## config.mk

```make
export PLATFORM = sky130hd
export DESIGN_NAME = lifn_cfg
export DESIGN_NICKNAME = d
export VERILOG_FILES = /design/src/rtl/core/lifn_pkg.sv /design/src/rtl/core/lifn_cfg.sv
export SDC_FILE = /design/constraint.sdc
export NUM_CORES = 1
export LEC_CHECK = 0
export BUFFER_PORTS_ARGS = -buffer_cell sky130_fd_sc_hd__buf_2
export CORE_UTILIZATION = 44
export CTS_CLUSTER_DIAMETER = 200
export CTS_CLUSTER_SIZE = 10
export DETAILED_ROUTE_END_ITERATION = 10
export HOLD_SLACK_MARGIN = 0.1
export PLACE_DENSITY = 0.73
export SETUP_SLACK_MARGIN = 0.05
export SLEW_MARGIN = 40
export SYNTH_ARGS = -nofsm -noshare
export SYNTH_HDL_FRONTEND = slang
export SYNTH_SLANG_ARGS = --single-unit
export TNS_END_PERCENT = 10
```

## constraint.sdc

```tcl
create_clock -name i_clk -period 1.1 [get_ports i_clk]
set_input_delay 0.11 -clock i_clk [delete_from_list [all_inputs] [get_ports i_clk]]
set_output_delay 0.11 -clock i_clk [all_outputs]
set_load 0.05 [all_outputs]
```

## src/rtl/core/lifn_pkg.sv

```systemverilog
// ----------------------------------------------------------------------------
// lifn_pkg
// Shared types, constants and saturating Q16.16 helpers of the neuron array.
// ----------------------------------------------------------------------------
package lifn_pkg;

    localparam int NEURONS_DEFAULT = 1024;
    localparam int NEURON_W        = 10;
    localparam int DATA_W          = 32;
    localparam int RATE_W          = 17;
    localparam int CFG_INDEX_W     = 3;
    localparam int PROD_W          = DATA_W + RATE_W + 1;
    localparam int STAGES          = 7;

    localparam logic [RATE_W-1:0] RATE_ONE = 17'd65536;

    localparam logic KIND_LOAD = 1'b0;
    localparam logic KIND_STEP = 1'b1;

    typedef enum logic [CFG_INDEX_W-1:0] {
        CFG_THRESHOLD     = 3'd0,
        CFG_RESET_VOLTAGE = 3'd1,
        CFG_LEAK_RATE     = 3'd2,
        CFG_HARD_RESET    = 3'd3,
        CFG_DECAY_INPUT   = 3'd4
    } t_cfg_index;

    typedef struct packed {
        logic signed [DATA_W-1:0] threshold;
        logic signed [DATA_W-1:0] reset_voltage;
        logic        [RATE_W-1:0] leak_rate;
        logic                     hard_reset;
        logic                     decay_input;
    } t_cfg;

    typedef struct packed {
        logic                       kind;
        logic                       ok;
        logic        [NEURON_W-1:0] neuron;
        logic signed [DATA_W-1:0]   x;
        logic signed [DATA_W-1:0]   v;
        logic signed [DATA_W-1:0]   w;
    } t_item;

    function automatic logic signed [DATA_W-1:0] sat33(input logic signed [DATA_W:0] s);
        logic signed [DATA_W-1:0] r;
        if (s[DATA_W] != s[DATA_W-1]) begin
            r = s[DATA_W] ? {1'b1, {(DATA_W-1){1'b0}}} : {1'b0, {(DATA_W-1){1'b1}}};
        end else begin
            r = s[DATA_W-1:0];
        end
        return r;
    endfunction

    function automatic logic signed [DATA_W-1:0] sat_add(input logic signed [DATA_W-1:0] a,
                                                         input logic signed [DATA_W-1:0] b);
        logic signed [DATA_W:0] s;
        s = {a[DATA_W-1], a} + {b[DATA_W-1], b};
        return sat33(s);
    endfunction

    function automatic logic signed [DATA_W-1:0] sat_sub(input logic signed [DATA_W-1:0] a,
                                                         input logic signed [DATA_W-1:0] b);
        logic signed [DATA_W:0] s;
        s = {a[DATA_W-1], a} - {b[DATA_W-1], b};
        return sat33(s);
    endfunction

    // Rounds a Q16.16 by Q1.16 product back to Q16.16, half toward plus infinity.
    function automatic logic signed [DATA_W-1:0] round_q16(input logic signed [PROD_W-1:0] p);
        logic signed [PROD_W-1:0] s;
        logic        [PROD_W-17:0] q;
        logic signed [DATA_W-1:0] r;
        s = p + PROD_W'(32768);
        q = s[PROD_W-1:16];
        if ((q[PROD_W-17:DATA_W-1] == '0) || (q[PROD_W-17:DATA_W-1] == '1)) begin
            r = q[DATA_W-1:0];
        end else begin
            r = q[PROD_W-17] ? {1'b1, {(DATA_W-1){1'b0}}} : {1'b0, {(DATA_W-1){1'b1}}};
        end
        return r;
    endfunction

endpackage

```

## src/rtl/core/lifn_cfg.sv

```systemverilog
// ----------------------------------------------------------------------------
// lifn_cfg
// Configuration registers of the neuron array, written one beat at a time.
// ----------------------------------------------------------------------------
module lifn_cfg (
    input  logic                                 i_clk,
    input  logic                                 i_rst_n,
    input  logic                                 i_cfg_valid,
    output logic                                 o_cfg_ready,
    input  logic [lifn_pkg::CFG_INDEX_W-1:0]     i_cfg_index,
    input  logic [lifn_pkg::DATA_W-1:0]          i_cfg_data,
    output lifn_pkg::t_cfg                       o_cfg
);
    import lifn_pkg::*;

    t_cfg              r_cfg;
    logic [RATE_W-1:0] w_rate;

    assign o_cfg_ready = 1'b1;
    assign o_cfg       = r_cfg;
    assign w_rate      = (i_cfg_data[RATE_W-1:0] > RATE_ONE) ? RATE_ONE
                                                             : i_cfg_data[RATE_W-1:0];

    always_ff @(posedge i_clk) begin
        if (!i_rst_n) begin
            r_cfg.threshold     <= 32'sd65536;
            r_cfg.reset_voltage <= '0;
            r_cfg.leak_rate     <= 17'd32768;
            r_cfg.hard_reset    <= 1'b1;
            r_cfg.decay_input   <= 1'b1;
        end else if (i_cfg_valid) begin
            case (i_cfg_index)
                CFG_THRESHOLD:     r_cfg.threshold     <= i_cfg_data;
                CFG_RESET_VOLTAGE: r_cfg.reset_voltage <= i_cfg_data;
                CFG_LEAK_RATE:     r_cfg.leak_rate     <= w_rate;
                CFG_HARD_RESET:    r_cfg.hard_reset    <= i_cfg_data[0];
                CFG_DECAY_INPUT:   r_cfg.decay_input   <= i_cfg_data[0];
                default: ;
            endcase
        end
    end

endmodule

```

==> out/qor.csv, run 1 <==
metric,value,unit
outcome,completed,
PD cells,1260,nW/um^2
Syn Nets,412,
Post-Route WL,9.308,mm
syn_area_per_cell,8.541,sq um
Max-Cap Viols,0,
Chip Height,87.21,microns
post-layout minimum cycle time,1059,ps
Mapped Cells,374,
Critical Path End Type,output pin,
Placement Setup Slack,-204.6,ps
slowest library cell on the worst path,dfxtp_1,
maximum vdd drop,0.7899,mV
CTS H-tree depth,3,
"Data required, critical path",990,ps
post-synthesis sequential area ratio,52.02,%
final setup vio count,0,
Largest register FFs,83,
unrepaired setup endpoints after global routing,true,
vias per cell,5.013,
"Distinct cells, synth",25,
die area,7605,sq um
Ys Warns,0,
GPL Wtd Cong,0.8403,
DRC,0,
clk buf depth,2,
Initial Util,46.25,%
Synth Cell Area,3194,sq um
Worst-path clk slew,90,ps
DRT iter0 DRCs,187,
"Core Util, Final",68.66,%
post-DP HPWL,6.370,mm
Top-Level Pins,122,
leak pwr,1.970,nW
All-Layer GR Usage,24.45,%
Setup Crit Path Kind,flop to output pin,
largest fanout on the critical path,2,
port bufs,120,
vias,3158,
post-synthesis sequential element count,83,
Row Count,30,
Final Skew,0,ps
Routed Antenna Nets,0,
Critical Path Max Stage Delay,380,ps
clock sinks,83,
ANT cells,0,
worst-path cell chain,buf_4,
"Hold Vio Cnt, Final",0,
"Arr. time, crit path",950,ps
first-pass GRT wire length,14.08,mm
worst min path class,primary input to flop,
Final WS setup,41.38,ps
gr ovfl total,0,
initial antenna violation count,0,
Die Wd,87.21,microns
CTS tree,done,
first-pass detailed-route iteration total,4,
Nets,567,
WL/cell,14.77,microns
CP startpoint kind,flop,
root buffer cell,clkbuf_8,
largest net degree at the start of global routing,34,
clock latency on the worst-skew pair,350,ps
largest delay contributor family on the critical path,flip-flops,
Max Slew Vio Count,0,
area growth from synthesis to layout,48.45,%
Critical path buffers and inverters,1,
Max Freq,944.6,MHz
Core Area,6907,sq um
vias in the first global route,2921,
period utilization,96.24,%
layout cells sized above 1,33.52,%
cts bufs inserted,9,
==> timing repair <==
| action | 4_1_cts | 5_1_grt |
|---|---|---|
| setup buffers | 0 | 0 |
| pin swaps | 0 | 0 |
| hold buffers | 19 | 0 |
| endpoints found under the setup margin | 83 | 82 |
| resized for setup | 10 | 115 |
| endpoints found under the hold margin | 39 | 0 |
==> placed cells by master, fill, tap and decap left out, types with 2 or more instances in the layout <==
cell and instances:
nand2_1 129, dfxtp_1 82, buf_4 58, clkbuf_4 44
buf_2 38, a21boi_1 33, a21boi_0 30, nand3_1 30
dlygate4sd3_1 19, o21ai_0 15, buf_6 12, clkbuf_8 9
buf_12 5, nor4_1 4, inv_6 4, mux2i_1 3
nand4bb_1 2, clkinvlp_4 2
==> stage by stage <==
stage / std cells / hold WS, ps / cell area, sq um / TNS (ps) / total power, W
3_3_place_gp: 595 / 363.3 / 4118 / -7847 / 0.003899
4_1_cts: 630 / 114.8 / 4518 / 0 / 0.005978
2_1_floorplan: 374 / 234.9 / 3204 / -680.2 / 0.003591
6_report: 630 / 122.6 / 4742 / 0 / 0.005975
5_1_grt: 630 / 135.5 / 4742 / 0 / 0.006210
3_5_place_dp: 595 / 366.2 / 4118 / -9242 / 0.003909
==> worst reg2reg max path: cells and delay by family (launching register included) <==
| kind | cells | cell delay [ps] |
|---|---|---|
| DFF | 1 | 390 |
| and+or+nand+nor | 1 | 60 |
| AOI/OAI and AO/OA | 1 | 180 |
==> layout make-up <==
| class | count | area (sq um) |
|---|---|---|
| clock inverter | 7 | 58.81 |
| timing repair buffer | 176 | 1381 |
| inverter | 2 | 7.507 |
| sequential | 83 | 1663 |
| tap | 96 | 120.1 |
| clock buffer | 9 | 123.9 |
| multi-input combinational | 257 | 1388 |
| fill | 563 | 2165 |
==> kinds of logic (layout without fill, tap and decap cells) <==
family / after synthesis / in the layout / synth area share, %
other cells: 1 / 1 / 0.1174
compound gates: 81 / 81 / 18.10
mux: 3 / 3 / 0.9401
buf+inv: 34 / 194 / 5.405
flops: 83 / 83 / 52.02
simple gates: 172 / 172 / 23.42
==> synth_stat cells <==
cell type | n | share of area (%)
buf_2 | 15 | 2.4
nand2_1 | 129 | 15
nor4b_2 | 1 | 0.47
a21boi_0 | 31 | 7.3
conb_1 | 1 | 0.12
nand4bb_1 | 2 | 0.71
nor4bb_1 | 2 | 0.63
nor4_1 | 4 | 0.78
dfxtp_1 | 83 | 52
buf_6 | 3 | 1.1
clkbuf_1 | 13 | 1.5
mux2i_1 | 3 | 0.94
inv_1 | 1 | 0.12
o211ai_2 | 1 | 0.39
o311ai_0 | 1 | 0.27
a21boi_1 | 32 | 7.5
nand2_2 | 1 | 0.20
nand4b_1 | 1 | 0.27
nor2b_1 | 1 | 0.20
nand3_1 | 30 | 4.7
buf_4 | 1 | 0.24
clkinv_1 | 1 | 0.12
o21ai_0 | 15 | 2.4
or4b_1 | 1 | 0.31
a41oi_1 | 1 | 0.27
==> path summary, 6_finish.rpt <==
path	end	cells past startpoint	slack (ps)	startpoint
setup reg to reg	o_cfg[20]	2	400	o_cfg[20]
hold reg to reg	o_cfg[35]	2	450	o_cfg[35]
hold / removal	o_cfg[65]	4	120	i_cfg_data[14]
setup / recovery	o_cfg[56]	1	40	o_cfg[56]
==> report_power, final <==
group          leakage [nW]  switching [W]  internal, W
sequential            0.672      0.0000358      0.00306
clock                0.0872        0.00118     0.000855
combinational          1.21       0.000496     0.000345
==> metal layers <==
metal | vias up | routed length (microns) | global-route usage (%)
met4 | 0 | 185 | 9.538
met2 | 91 | 4630 | 39.87
met5 | - | 0 | 0
li1 | 1550 | - | -
met3 | 12 | 431 | 5.782
met1 | 1505 | 4060 | 31.37
No activity file was read; power rests on OpenSTA's default activity.
==> run 2: changes to the inputs <==
--- a/config.mk
+++ b/config.mk
@@ -5,15 +5,16 @@
 export SDC_FILE = /design/constraint.sdc
 export NUM_CORES = 1
 export LEC_CHECK = 0
+export ABC_AREA = 1
 export BUFFER_PORTS_ARGS = -buffer_cell sky130_fd_sc_hd__buf_2
-export CORE_UTILIZATION = 44
+export CORE_UTILIZATION = 43
 export CTS_CLUSTER_DIAMETER = 200
 export CTS_CLUSTER_SIZE = 10
 export DETAILED_ROUTE_END_ITERATION = 10
 export HOLD_SLACK_MARGIN = 0.1
-export PLACE_DENSITY = 0.73
+export PLACE_DENSITY = 0.72
 export SETUP_SLACK_MARGIN = 0.05
-export SLEW_MARGIN = 40
+export SLEW_MARGIN = 20
 export SYNTH_ARGS = -nofsm -noshare
 export SYNTH_HDL_FRONTEND = slang
 export SYNTH_SLANG_ARGS = --single-unit
==> run 2 against run 1 <==
  * Count of clock-buffer cells in the layout increased by 1
  * Power increased by 15%
  * Largest cell class unchanged
  * Via count is 1.5% lower
  * Sequential share of layout area rose by 2.0 points
  * Flip-flop and latch count did not move
  * Combinational power increased by 26%
  * First-iteration DRC count fell by 12%
==> out/qor.csv, run 2 <==
metric,value,unit
Final WS setup,33.68,ps
"non-filler cells, final",628,
vias in the first global route,2810,
vias per cell,4.955,
leak pwr,2.121,nW
largest fanout on the critical path,2,
CTS tree,done,
Routed Antenna Nets,0,
Mapped Cells,387,
outcome,completed,
first-pass detailed-route iteration total,4,
Post-Route WL,8.826,mm
"Arr. time, crit path",960,ps
vias,3112,
Largest register FFs,83,
root buffer cell,clkbuf_8,
final setup vio count,0,
largest delay contributor family on the critical path,flip-flops,
final setup TNS,0,ps
Initial Util,44.46,%
Logic pwr share,15.5,%
share of the synthesized area in the top cell type,55.31,%
area growth from synthesis to layout,49.40,%
PD cells,1526,nW/um^2
period utilization,96.94,%
Top-Level Pins,122,
Worst-path clk slew,80,ps
slowest library cell on the worst path,dfxtp_1,
GPL Wtd Cong,0.8434,
Pwr Total,0.006850,W
post-DP HPWL,5.840,mm
multi-input logic area,1172,sq um
cts bufs inserted,9,
Clk pwr share,38.3,%
maximum vdd drop,0.9688,mV
Syn Nets,425,
"FFs w/ async S/R, synth",0,%
All-Layer GR Usage,23.73,%
CTS H-tree depth,3,
top post-synthesis cells by count,"nor2_1 (135), dfxtp_1 (83), o21ai_0 (80)",
largest net degree at the start of global routing,48,
Placement Setup Slack,-141.3,ps
die area,7325,sq um
Critical Path End Type,output pin,
Max Freq,937.8,MHz
"Distinct cells, synth",18,
Critical Path Max Stage Delay,350,ps
Core Area,6756,sq um
"Data required, critical path",990,ps
layout cells sized above 1,31.20,%
CP startpoint kind,flop,
port bufs,120,
clock latency on the worst-skew pair,350,ps
Final Skew,0,ps
most frequent cells in the layout,"nor2_1 (135), dfxtp_1 (82), o21ai_0 (80), buf_2 (56), clkbuf_4 (48)",
Max Slew Vio Count,0,
"Top FF cell, synth",dfxtp_1,
"Hold Vio Cnt, Final",0,
unrepaired setup endpoints after global routing,true,
worst min path class,primary input to flop,
Synth Cell Area,3004,sq um
DRC,0,
gr ovfl total,0,
Sw Pwr,0.001861,W
syn_area_per_cell,7.763,sq um
post-synthesis sequential area ratio,55.31,%
synth top area cells,"dfxtp_1 (55%), nor2_1 (17%), o21ai_0 (13%)",
post-layout minimum cycle time,1066,ps
Setup Crit Path Kind,flop to output pin,
Cell Int Power,0.004990,W
Net Sw Frac,27.16,%
fill cell count,593,
FF+latch area,1663,sq um
Ys Warns,0,
Chip Height,85.59,microns
clk buf depth,2,
initial antenna violation count,0,
ANT cells,0,
placed cells,590,
post-synthesis sequential element count,83,
WL/cell,14.05,microns
clock sinks,83,
sequential power share,46.2,%
Row Count,30,
setup bufs post-CTS,0,
"most common cell after layout, fill and taps aside",nor2_1,
DRT iter0 DRCs,164,
first-pass GRT wire length,13.39,mm
cell with the most instances after synthesis,nor2_1,
Nets,581,
worst-path cell chain,buf_2,
"area leader, netlist",dfxtp_1,
Die Wd,85.59,microns
Max-Cap Viols,0,
Post-synth EDFFs,0,
Critical path buffers and inverters,1,
run 2: repair_timing:
action                                  CTS  global route
gates cloned                              0             0
endpoints found under the setup margin   83            81
gates resized for setup                   8            73
hold buffers                             22             0
endpoints found under the hold margin    44             0
pin swaps                                 0             0
run 2: worst paths after layout:
path / startpoint / endpoint / slack [ps] / depth (start not counted)
max reg2reg: o_cfg[4] / o_cfg[4] / 370 / 2
min: i_cfg_index[1] / o_cfg[1] / 120 / 3
max: o_cfg[19] / o_cfg[19] / 30 / 1
min reg2reg: o_cfg[67] / o_cfg[67] / 480 / 2
run 2: power groups by stage:
stage	clock (W)	sequential, W	combinational (W)
after CTS	0.00266	0.00316	0.00102
after detailed placement	0	0.00323	0.000946
after global placement	0	0.00322	0.000935
after global routing	0.00279	0.00318	0.00113
after floorplan	0	0.00359	0.000248
final	0.00262	0.00317	0.00106
run 2: cell type report:
class	instances	area share, %
Clock buffer	10	2.844
Clock inverter	6	2.509
Inverter	9	0.7527
Multi-Input combinational cell	269	26.12
Sequential cell	83	37.05
Tap cell	80	2.230
Timing Repair Buffer	171	28.49
run 2: layer usage:
metal | vias to the layer above | part of all wire (%) | track usage (%)
li1 | 1556 | - | -
met1 | 1443 | 45 | 30.83
met2 | 103 | 48 | 37.24
met3 | 10 | 5.9 | 7.026
met4 | 0 | 1.6 | 9.394
met5 | - | 0 | 0
run 2: cell families after synthesis:
logic type | share of synthesized area (%)
AOI/OAI and AO/OA | 16.74
buffers and inverters | 5.664
DFF | 55.31
other | 0.1248
and+or+nand+nor | 22.16
run 2: per-stage QoR:
stage	hold slack, ps	area (sq um)	utilization (%)
6_report	120.1	4488	66.43
5_1_grt	134.3	4488	66.43
3_3_place_gp	345.5	3836	56.78
4_1_cts	120.4	4317	63.89
3_5_place_dp	354.1	3836	56.78
2_1_floorplan	223.2	3004	-
